`config.mk`:
```
export PLATFORM = sky130hd
export DESIGN_NAME = dpr_ctrl
export DESIGN_NICKNAME = d
export VERILOG_FILES = /design/src/rtl/dot_plot_raster_buffer_macros.svh /design/src/rtl/dpr_pkg.sv /design/src/rtl/dpr_ctrl.sv
export SDC_FILE = /design/constraint.sdc
export NUM_CORES = 1
export LEC_CHECK = 0
export BUFFER_PORTS_ARGS = -buffer_cell sky130_fd_sc_hd__buf_2
export CORE_AREA = 2 2 39 41
export DETAILED_ROUTE_END_ITERATION = 10
export DIE_AREA = 0 0 41 43
export GPL_ROUTABILITY_DRIVEN = 0
export HOLD_SLACK_MARGIN = 0.05
export SLEW_MARGIN = 20
export SYNTH_ARGS = -nofsm -noshare
export SYNTH_HDL_FRONTEND = slang
export SYNTH_SLANG_ARGS = --single-unit
```
`constraint.sdc`:
```
create_clock -name clk -period 1.45 [get_ports clk]
set_input_delay 0.29 -clock clk [delete_from_list [all_inputs] [get_ports clk]]
set_output_delay 0.29 -clock clk [all_outputs]
set_load 0.02 [all_outputs]
```
`src/rtl/dot_plot_raster_buffer_macros.svh`:
```
// Assertion macros used by the raster buffer datapath RTL.
// Each macro expects clk and arst_n in the scope where it is used.
`ifndef DOT_PLOT_RASTER_BUFFER_MACROS_SVH
`define DOT_PLOT_RASTER_BUFFER_MACROS_SVH

// Clocked check, disabled while reset is asserted.
`define DPR_ASSERT(lbl, prop, msg) \
	lbl: assert property (@(posedge clk) disable iff (!arst_n) prop) else $error(msg);

// Clocked check that also holds during reset.
`define DPR_ASSERT_ALWAYS(lbl, prop, msg) \
	lbl: assert property (@(posedge clk) prop) else $error(msg);

`endif

```
`src/rtl/dpr_pkg.sv`:
```
// Package for the dot plot raster buffer: constants, codes and the
// command/status structs between controller and datapath. No dependencies.
package dpr_pkg;

	localparam int DPR_ROWS          = 64;
	localparam int DPR_BYTES_PER_ROW = 128;

	localparam logic [7:0] PLOT_BASE = 8'h40;
	localparam logic [7:0] TERM_A    = 8'h05;
	localparam logic [7:0] TERM_B    = 8'h0A;

	// x / 6 as (x * 683) >> 12, exact for x below 2048
	localparam int DOTS_PER_BYTE = 6;
	localparam int RECIP_6       = 683;
	localparam int RECIP_SHIFT   = 12;

	localparam logic CMD_PLOT  = 1'b0;
	localparam logic CMD_DRAIN = 1'b1;

	localparam logic KIND_ACK  = 1'b0;
	localparam logic KIND_DATA = 1'b1;

	typedef struct packed {
		logic clear;
		logic load;
		logic exec;
	} dpr_cmd_t;

	typedef struct packed {
		logic clear_last;
		logic out_busy;
	} dpr_sts_t;

endpackage

```
`src/rtl/dpr_ctrl.sv`:
```
// Controller of the raster buffer: clearing pass, accept, read, execute.
// Depends on dpr_pkg for the command and status structs.
module dpr_ctrl import dpr_pkg::*; (
	input  logic     clk,
	input  logic     arst_n,
	input  logic     in_valid,
	output logic     in_ready,
	input  dpr_sts_t sts,
	output dpr_cmd_t cmd
);

	localparam logic [1:0] ST_CLEAR = 2'd0;
	localparam logic [1:0] ST_IDLE  = 2'd1;
	localparam logic [1:0] ST_READ  = 2'd2;
	localparam logic [1:0] ST_EXEC  = 2'd3;

	logic [1:0] state_q;
	logic [1:0] state_d;

	always_comb begin
		state_d   = state_q;
		cmd.clear = 1'b0;
		cmd.load  = 1'b0;
		cmd.exec  = 1'b0;
		in_ready  = 1'b0;
		unique case (state_q)
			ST_CLEAR: begin
				cmd.clear = 1'b1;
				if (sts.clear_last) begin
					state_d = ST_IDLE;
				end
			end
			ST_IDLE: begin
				in_ready = 1'b1;
				if (in_valid) begin
					cmd.load = 1'b1;
					state_d  = ST_READ;
				end
			end
			ST_READ: begin
				// hold until the result register is free
				if (!sts.out_busy) begin
					state_d = ST_EXEC;
				end
			end
			ST_EXEC: begin
				cmd.exec = 1'b1;
				state_d  = ST_IDLE;
			end
			default: begin
				state_d = ST_CLEAR;
			end
		endcase
	end

	always_ff @(posedge clk or negedge arst_n) begin
		if (!arst_n) begin
			state_q <= ST_CLEAR;
		end else begin
			state_q <= state_d;
		end
	end

endmodule

```
==> results.cfg, run 1 <==
[cts]
clk_transition_reported_paths_ns = 0.03
root_buffer = clkbuf_4
cts_buffer_depth = 2
clkLatencyLatePin_ns = 0.22
ctsHtreeMaxLevel = 1
cts_sinks = 2
cts_buffers = 3
tritoncts = done

[die]
die_h_um = 43
dieArea_um2 = 1763
rows = 14
io_pins = 9
initial_core_util_pct = 12.57
die_w_um = 41
coreArea_um2 = 1384

[synth]
yosysTopAreaCellShare_pct = 35.97
ys_async_sr_fraction_pct = 100.0
synth_fp_nets = 26
yosys_warnings = 0
synth-edff-count = 0
synth_area_leaders = ha_1 36%, dfrtp_1 29%, inv_1 8.6%
ys.flop_type = dfrtp_1
syn-instance-count = 16
yosys.area.top_type = ha_1
synth_cell_types = 8
yosysMostFrequentCell = ha_1
synth_area_um2 = 173.9
synth-seq-area-share_pct = 28.78
synth_seq_cells = 2
synth.avg_cell_area_um2 = 10.87
yosys-top-cells-count = 5 x ha_1, 4 x inv_1, 2 x dfrtp_1

[sta]
max_freq_mhz = 716.4
worst_slew_pin_slew_ns = 0.1960
period_minus_slack_ns = 1.396
rsz0062_at_grt = no
relSlewSlack_pct = 86.94
skew_ns = 0.002487
slew_viol_final = 0
hold_viol = 0
setup_tns_ns = 0
setup_violations = 0
period_share_pct = 96.26

[worst_setup_path]
cp-startpoint = state_q[0]
crit_buf_inv = 2
cp_slowest_cell = dfrtp_2
cp_common_cell = buf_6
critPathRequiredTime_ns = 1.16
rrSetupSlack_ns = 0.09
regToRegStartpoint = state_q[0]
endpoint_kind = output port
cp_data_arrival_time_ns = 1.11
worstPathCellList = buf_6, ha_1, buf_6
crit_family = flip-flops
rr_worst_depth = 5
timing.rr.end = state_q[1]
crit_cells = 3
cp_max_fo = 3
cpPeakStageDelay_ns = 0.43
setup.worst_path.start_class = register
critPathKind = register to output port
worstSetupEndpoint = cmd[0]

[cells_and_area]
largest_reg_flops = 2
drive_gt1_share_pct = 64.52
diodes = 0
finalNetCount = 43
top_register = state_q
area_growth_pct = 81.29
top_regs = state_q (2)

[routing]
drtAntennaViolNets = 0
drc = 0
vias = 159
wire_per_inst_um = 7.362
firstDrtPassIters = 1
dr.first_iter.drc_count = 0
wl_um = 346
viasPerCell = 3.383

[global_routing]
grt_pass1_wl_um = 655
grt_max_degree = 4
grt_usage_pct = 6.131
antenna_found_initial = 0
gr-total-overflow = 0
grt_pass1_vias = 177

[pwr]
pwr_density_cell_nw_per_um2 = 2159
leakagePower_nw = 0.1591
ir_drop_mv = 0.6814
total_power_mw = 0.6807

[placed_design]
dp_hpwl_um = 277.5
io_buffers = 8

[outcome]
status = completed

[run]
max_cap_viol_count = 0

[worst_hold_path]
hp-class = input port to async pin
-- per-stage QoR --
| stage | setup slack [ns] | util [%] | area (µm²) | std cells | hold WS, ns |
|---|---|---|---|---|---|
| 2_1_floorplan | 0.006091 | - | 188.9 | 16 | -0.005591 |
| 3_3_place_gp | 0.07043 | 19.62 | 271.5 | 43 | 0.07865 |
| 3_5_place_dp | 0.03697 | 19.62 | 271.5 | 43 | 0.07712 |
| 4_1_cts | 0.007810 | 21.97 | 304.0 | 47 | 0.3644 |
| 5_1_grt | 0.0006862 | 22.78 | 315.3 | 47 | 0.3832 |
| 6_report | 0.05418 | 22.78 | 315.3 | 47 | 0.3751 |
-- timing repair --
action / in CTS / in global routing
buffers inserted: 0 / 0
hold endpoints to repair: 2 / 0
endpoints found under the setup margin: 0 / 3
hold buffers: 1 / 0
resized for setup: 0 / 6
-- how the worst min path moves through the flow --
stage	slack, ns	endpoint	startpoint	depth (start not counted)
floorplan	-0.006	state_q[0]	arst_n	0
global placement	0.08	state_q[0]	arst_n	1
detailed placement	0.08	state_q[1]	arst_n	1
CTS	0.36	state_q[0]	arst_n	2
global route	0.38	state_q[1]	arst_n	2
finish	0.38	state_q[1]	arst_n	2
-- layout make-up --
cell class / instances / area, µm²
clock buffers: 3 / 22.52
fillers: 152 / 1069
inverters: 4 / 15.01
multi-input cells: 10 / 123.9
flip-flops and latches: 2 / 51.30
well taps: 16 / 20.02
repair buffers: 12 / 82.58
-- placed cells by master (no fill, tap or decap) --
master	synthesis	routed
buf_2	0	7
ha_1	5	3
clkbuf_4	0	3
inv_2	0	2
inv_1	4	2
buf_6	0	2
buf_4	0	2
and2_1	1	1
nand2_1	1	1
o221ai_2	1	1
mux2i_1	1	1
mux2_1	1	1
ha_2	0	1
ha_4	0	1
dlygate4sd3_1	0	1
dfrtp_2	0	1
dfrtp_1	2	1
-- cell families after synthesis --
logic type	share of synthesized area, %
compound gates	8.631
fa+ha+maj	35.97
buf+inv	8.631
flops	28.78
mux	12.23
simple gates	5.756
-- metal layers --
| metal | wire length [µm] | vias to the layer above | global-route usage (%) | share of wire [%] |
|---|---|---|---|---|
| met5 | 0 | - | 0 | 0 |
| met4 | 0 | 0 | 8.000 | 0 |
| met3 | 37 | 0 | 3.141 | 11 |
| met1 | 148 | 69 | 4.839 | 43 |
| met2 | 160 | 8 | 8.750 | 46 |
| li1 | - | 82 | - | - |
-- power by group --
part           internal, mW  leakage, nW  switching [mW]  total, mW
logic                 0.219        0.124           0.216      0.435
clock network        0.0915       0.0138          0.0334      0.125
registers            0.0890       0.0216          0.0315      0.121
total                 0.400        0.159           0.281      0.681
Power figures use the tool's default switching activity.
==> inputs of run 2 (changes only) <==
--- a/config.mk
+++ b/config.mk
@@ -5,6 +5,7 @@
 export SDC_FILE = /design/constraint.sdc
 export NUM_CORES = 1
 export LEC_CHECK = 0
+export ABC_AREA = 1
 export BUFFER_PORTS_ARGS = -buffer_cell sky130_fd_sc_hd__buf_2
 export CORE_AREA = 2 2 39 41
 export DETAILED_ROUTE_END_ITERATION = 10
==> results.cfg, run 2 <==
[synth]
synth_area_um2 = 195.2
synth-edff-count = 0
synth_fp_nets = 34
ys.flop_type = dfrtp_1
synth_seq_cells = 2
yosysMostFrequentCell = inv_1
yosys_warnings = 0
synth_area_leaders = ha_1 32%, dfrtp_1 26%, inv_1 12%
syn-instance-count = 24
synth.avg_cell_area_um2 = 8.133
yosysTopAreaCellShare_pct = 32.05
synth_cell_types = 7
ys_async_sr_fraction_pct = 100.0
synth-seq-area-share_pct = 25.64
yosys-top-cells-count = 6 x inv_1, 5 x ha_1, 5 x nand2_1, 3 x nand2_2
yosys.area.top_type = ha_1

[cells_and_area]
top_regs = state_q (2)
final_common_cell = buf_2
multiInputGateArea_um2 = 135.1
seqCellArea_um2 = 51.30
finalNetCount = 49
final_area_um2 = 314.1
top_register = state_q
fillers = 150
largest_reg_flops = 2
area_growth_pct = 60.90
layout_common_cells = 6 x buf_2, 5 x inv_1, 5 x nand2_1, 4 x ha_1
drive_gt1_share_pct = 51.35
diodes = 0

[global_routing]
grt_usage_pct = 5.611
grt_pass1_wl_um = 558
grt_pass1_vias = 152
antenna_found_initial = 0
grt_max_degree = 6
gr-total-overflow = 0

[routing]
vias = 190
drc = 0
firstDrtPassIters = 2
wire_per_inst_um = 7.547
dr.first_iter.drc_count = 4
wl_um = 400
viasPerCell = 3.585
drtAntennaViolNets = 0

[cts]
root_buffer = clkbuf_4
cts_buffer_depth = 2
tritoncts = done
cts_buffers = 3
clkLatencyLatePin_ns = 0.22
ctsHtreeMaxLevel = 1
clk_transition_reported_paths_ns = 0.03
cts_sinks = 2

[pwr]
netSwitchingFraction_pct = 46.10
seqPwrFrac_pct = 19.5
ir_drop_mv = 0.3002
clockPowerShare_pct = 18.1
pwr_density_cell_nw_per_um2 = 2144
switchingPower_mw = 0.3104
internal_power_mw = 0.3630
combPwrFrac_pct = 62.4
leakagePower_nw = 0.1853

[worst_setup_path]
endpoint_kind = output port
cp_max_fo = 5
critPathRequiredTime_ns = 1.16
cp_data_arrival_time_ns = 1.10
setup.worst_path.start_class = register
critPathKind = register to output port

[die]
die_h_um = 43
io_pins = 9
coreArea_um2 = 1384
die_w_um = 41
dieArea_um2 = 1763
rows = 14
initial_core_util_pct = 14.10

[sta]
slew_viol_final = 0
max_freq_mhz = 717.2
period_minus_slack_ns = 1.394
hold_viol = 0
skew_ns = 0.001445
setup_violations = 0
period_share_pct = 96.17
worst_slew_pin_slew_ns = 0.1410
setup_tns_ns = 0
rsz0062_at_grt = no
relSlewSlack_pct = 90.60

[placed_design]
dpl-instance-area_um2 = 255.2
io_buffers = 8
dp_hpwl_um = 300.9

[worst_hold_path]
hp-class = input port to async pin

[outcome]
status = completed

[run]
max_cap_viol_count = 0
-- run 2: per-stage QoR --
| stage | util (%) | setup WS (ns) | total power, mW | hold WS [ns] | std cells |
|---|---|---|---|---|---|
| floorplan | - | 0.1497 | 0.3987 | -0.005591 | 24 |
| global placement | 18.44 | 0.1986 | 0.4721 | 0.07597 | 48 |
| detailed placement | 18.44 | 0.1965 | 0.4841 | 0.07608 | 48 |
| CTS | 21.52 | 0.01403 | 0.6499 | 0.3786 | 53 |
| global route | 22.69 | 0.007011 | 0.7517 | 0.3788 | 53 |
| finish | 22.69 | 0.05559 | 0.6734 | 0.3828 | 53 |
-- run 2: area by class of cell --
class / instances / share of cell area [%]
Timing Repair Buffer: 10 / 19.92
Multi-Input combinational cell: 16 / 43.03
Sequential cell: 2 / 16.33
Tap cell: 16 / 6.375
Clock buffer: 3 / 7.171
Inverter: 6 / 7.171
-- run 2: path summary, 6_finish.rpt --
check | startpoint | endpoint | slack [ns] | depth (start not counted)
worst max register to register | state_q[0] | state_q[0] | 0.33 | 6
worst min register to register | state_q[0] | state_q[0] | 0.57 | 2
worst min-delay path | arst_n | state_q[1] | 0.38 | 2
min in group clk | sts[0] | state_q[0] | 0.40 | 4
worst max-delay path | state_q[0] | cmd[2] | 0.06 | 3
max in group asynchronous | arst_n | state_q[0] | 0.96 | 2
-- run 2: cells by family (layout without fill, tap and decap cells) --
| family | count (synthesis) | in the layout | share of synthesized area [%] |
|---|---|---|---|
| adder cells (fa/ha/maj) | 5 | 5 | 32.05 |
| AND/OR/NAND/NOR | 11 | 11 | 30.77 |
| buffers and inverters | 6 | 19 | 11.54 |
| flip-flops | 2 | 2 | 25.64 |
-- run 2: power by group through the flow --
stage / Clock (mW) / Sequential (mW) / Combinational (mW)
after floorplan: 0 / 0.116 / 0.283
after global placement: 0 / 0.126 / 0.346
after detailed placement: 0 / 0.129 / 0.355
after CTS: 0.132 / 0.124 / 0.395
after global routing: 0.144 / 0.136 / 0.471
final: 0.122 / 0.131 / 0.420
-- run 2: per-layer routing --
metal,wire [µm],track usage [%]
met1,177,4.473
met2,202,6.563
met3,21,4.712
met4,0,8.000
met5,0,0
-- run 2: timing repair --
item | 4_1_cts | 5_1_grt
cloned | 0 | 0
hold buffers | 1 | 0
setup buffers | 1 | 0
endpoints found under the hold margin | 2 | 0
gates resized for setup | 2 | 4
setup endpoints to repair | 1 | 2
-- run 2: critical path: stages, from the launching register on --
cell and delay (ns):
dfrtp_2 0.42, inv_1 0.08, ha_1 0.22, buf_4 0.16
==> inputs of run 3 (changes only) <==
--- a/config.mk
+++ b/config.mk
@@ -12,6 +12,8 @@
 export DIE_AREA = 0 0 41 43
 export GPL_ROUTABILITY_DRIVEN = 0
 export HOLD_SLACK_MARGIN = 0.05
+export MAX_ROUTING_LAYER = met4
+export RECOVER_POWER = 100
 export SLEW_MARGIN = 20
 export SYNTH_ARGS = -nofsm -noshare
 export SYNTH_HDL_FRONTEND = slang
==> constraint.sdc (replaced) <==
create_clock -name clk -period 1.45 [get_ports clk]
set_input_delay 0.29 -clock clk [delete_from_list [all_inputs] [get_ports clk]]
set_output_delay 0.29 -clock clk [all_outputs]
set_load 0.01 [all_outputs]
==> results.cfg, run 3 (synthesis gave the netlist of run 2 again) <==
[outcome]
status = completed

[cells_and_area]
finalNetCount = 49
top_regs = state_q (2)
final_common_cell = nand2_1
fillers = 159
drive_gt1_share_pct = 37.84
diodes = 0
largest_reg_flops = 2
top_register = state_q
layout_common_cells = 6 x nand2_1, 5 x inv_1, 5 x buf_2, 4 x ha_1, 3 x clkbuf_4
area_growth_pct = 47.44
final_area_um2 = 287.8

[routing]
firstDrtPassIters = 1
vias = 181
drc = 0
viasPerCell = 3.415
drtAntennaViolNets = 0
wire_per_inst_um = 7.377
wl_um = 391
dr.first_iter.drc_count = 0

[global_routing]
gr-total-overflow = 0
grt_usage_pct = 4.620
grt_pass1_vias = 138
antenna_found_initial = 0
grt_pass1_wl_um = 462
grt_max_degree = 6

[sta]
period_share_pct = 98.02
whs_ns = 0.3824
slew_viol_final = 0
setup_violations = 0
period_minus_slack_ns = 1.421
setup_tns_ns = 0
relSlewSlack_pct = 87.39
worst_slew_pin_slew_ns = 0.1892
hold_viol = 0
layout_setup_ws_ns = 0.02870
rsz0062_at_grt = yes
max_freq_mhz = 703.6
skew_ns = 0.003026

[placed_design]
dpl-instance-area_um2 = 255.2
dp_hpwl_um = 269.6
pre_cts_slack_ns = 0.2169
io_buffers = 8

[pwr]
ir_drop_mv = 0.2975
total_power_mw = 0.5729
leakagePower_nw = 0.1718
pwr_density_cell_nw_per_um2 = 1991

[cts]
ctsHtreeMaxLevel = 1
clk_transition_reported_paths_ns = 0.03
cts_buffers = 3
tritoncts = done
cts_sinks = 2
root_buffer = clkbuf_4
cts_buffer_depth = 2
clkLatencyLatePin_ns = 0.22

[die]
rows = 14
die_h_um = 43
die_w_um = 41
coreArea_um2 = 1384
dieArea_um2 = 1763
io_pins = 9
initial_core_util_pct = 14.10

[worst_setup_path]
setup.worst_path.start_class = register
endpoint_kind = output port
critPathRequiredTime_ns = 1.16
critPathKind = register to output port
cp_data_arrival_time_ns = 1.13
cp_max_fo = 4

[run]
max_cap_viol_count = 0

[worst_hold_path]
hp-class = input port to async pin
run 3: cell types whose count changed in the layout (fill, tap and decap cells not counted), sizes merged:
cell / change
buf: -3
clkbuf: +3
run 3: where the power goes:
part,switching (mW),internal (mW),total [mW]
registers,0.0401,0.0880,0.128
logic,0.180,0.144,0.324
clock network,0.0296,0.0912,0.121
run 3: per-stage QoR:
| step | utilization (%) | cells |
|---|---|---|
| 3_5_place_dp | 18.44 | 48 |
| 5_1_grt | 20.80 | 53 |
| 3_3_place_gp | 18.44 | 48 |
| 4_1_cts | 20.98 | 52 |
| 6_report | 20.80 | 53 |
| 2_1_floorplan | - | 24 |
run 3: routing by layer:
| layer | track usage, % | vias to the layer above | part of all wire [%] |
|---|---|---|---|
| li1 | - | 101 | - |
| met1 | 3.834 | 75 | 48 |
| met2 | 5.625 | 5 | 47 |
| met3 | 3.141 | 0 | 5.4 |
| met4 | 6.000 | 0 | 0 |
| met5 | - | - | 0 |
run 3: area by class of cell:
class / instances / area (µm²) / share of cell area (%)
tap: 16 / 20.02 / 6.957
timing repair buffer: 10 / 55.05 / 19.13
inverter: 6 / 22.52 / 7.826
clock buffer: 3 / 22.52 / 7.826
multi-input combinational: 16 / 117.6 / 40.87
sequential: 2 / 50.05 / 17.39
run 3: path summary, 6_finish.rpt:
path	from	to	slack (ns)	cells after the start
max in group asynchronous	arst_n	state_q[0]	0.94	2
min in group clk	sts[0]	state_q[1]	0.40	4
max reg2reg	state_q[0]	state_q[0]	0.29	6
min	arst_n	state_q[1]	0.38	2
min reg2reg	state_q[0]	state_q[0]	0.58	2
max	state_q[1]	cmd[1]	0.03	5
run 3: worst max-delay path, cell delays in order (launching register included):
cell and delay, ns:
dfrtp_1 0.41, inv_2 0.09, ha_2 0.20, nand2_1 0.06, inv_1 0.04, buf_2 0.11
run 3: timing repair:
action / in CTS / in global routing
endpoints found under the hold margin: 2 / 0
gates resized for setup: 2 / 0
buffers inserted: 0 / 1
hold buffers: 1 / 0
endpoints found under the setup margin: 1 / 1
gates cloned: 0 / 0
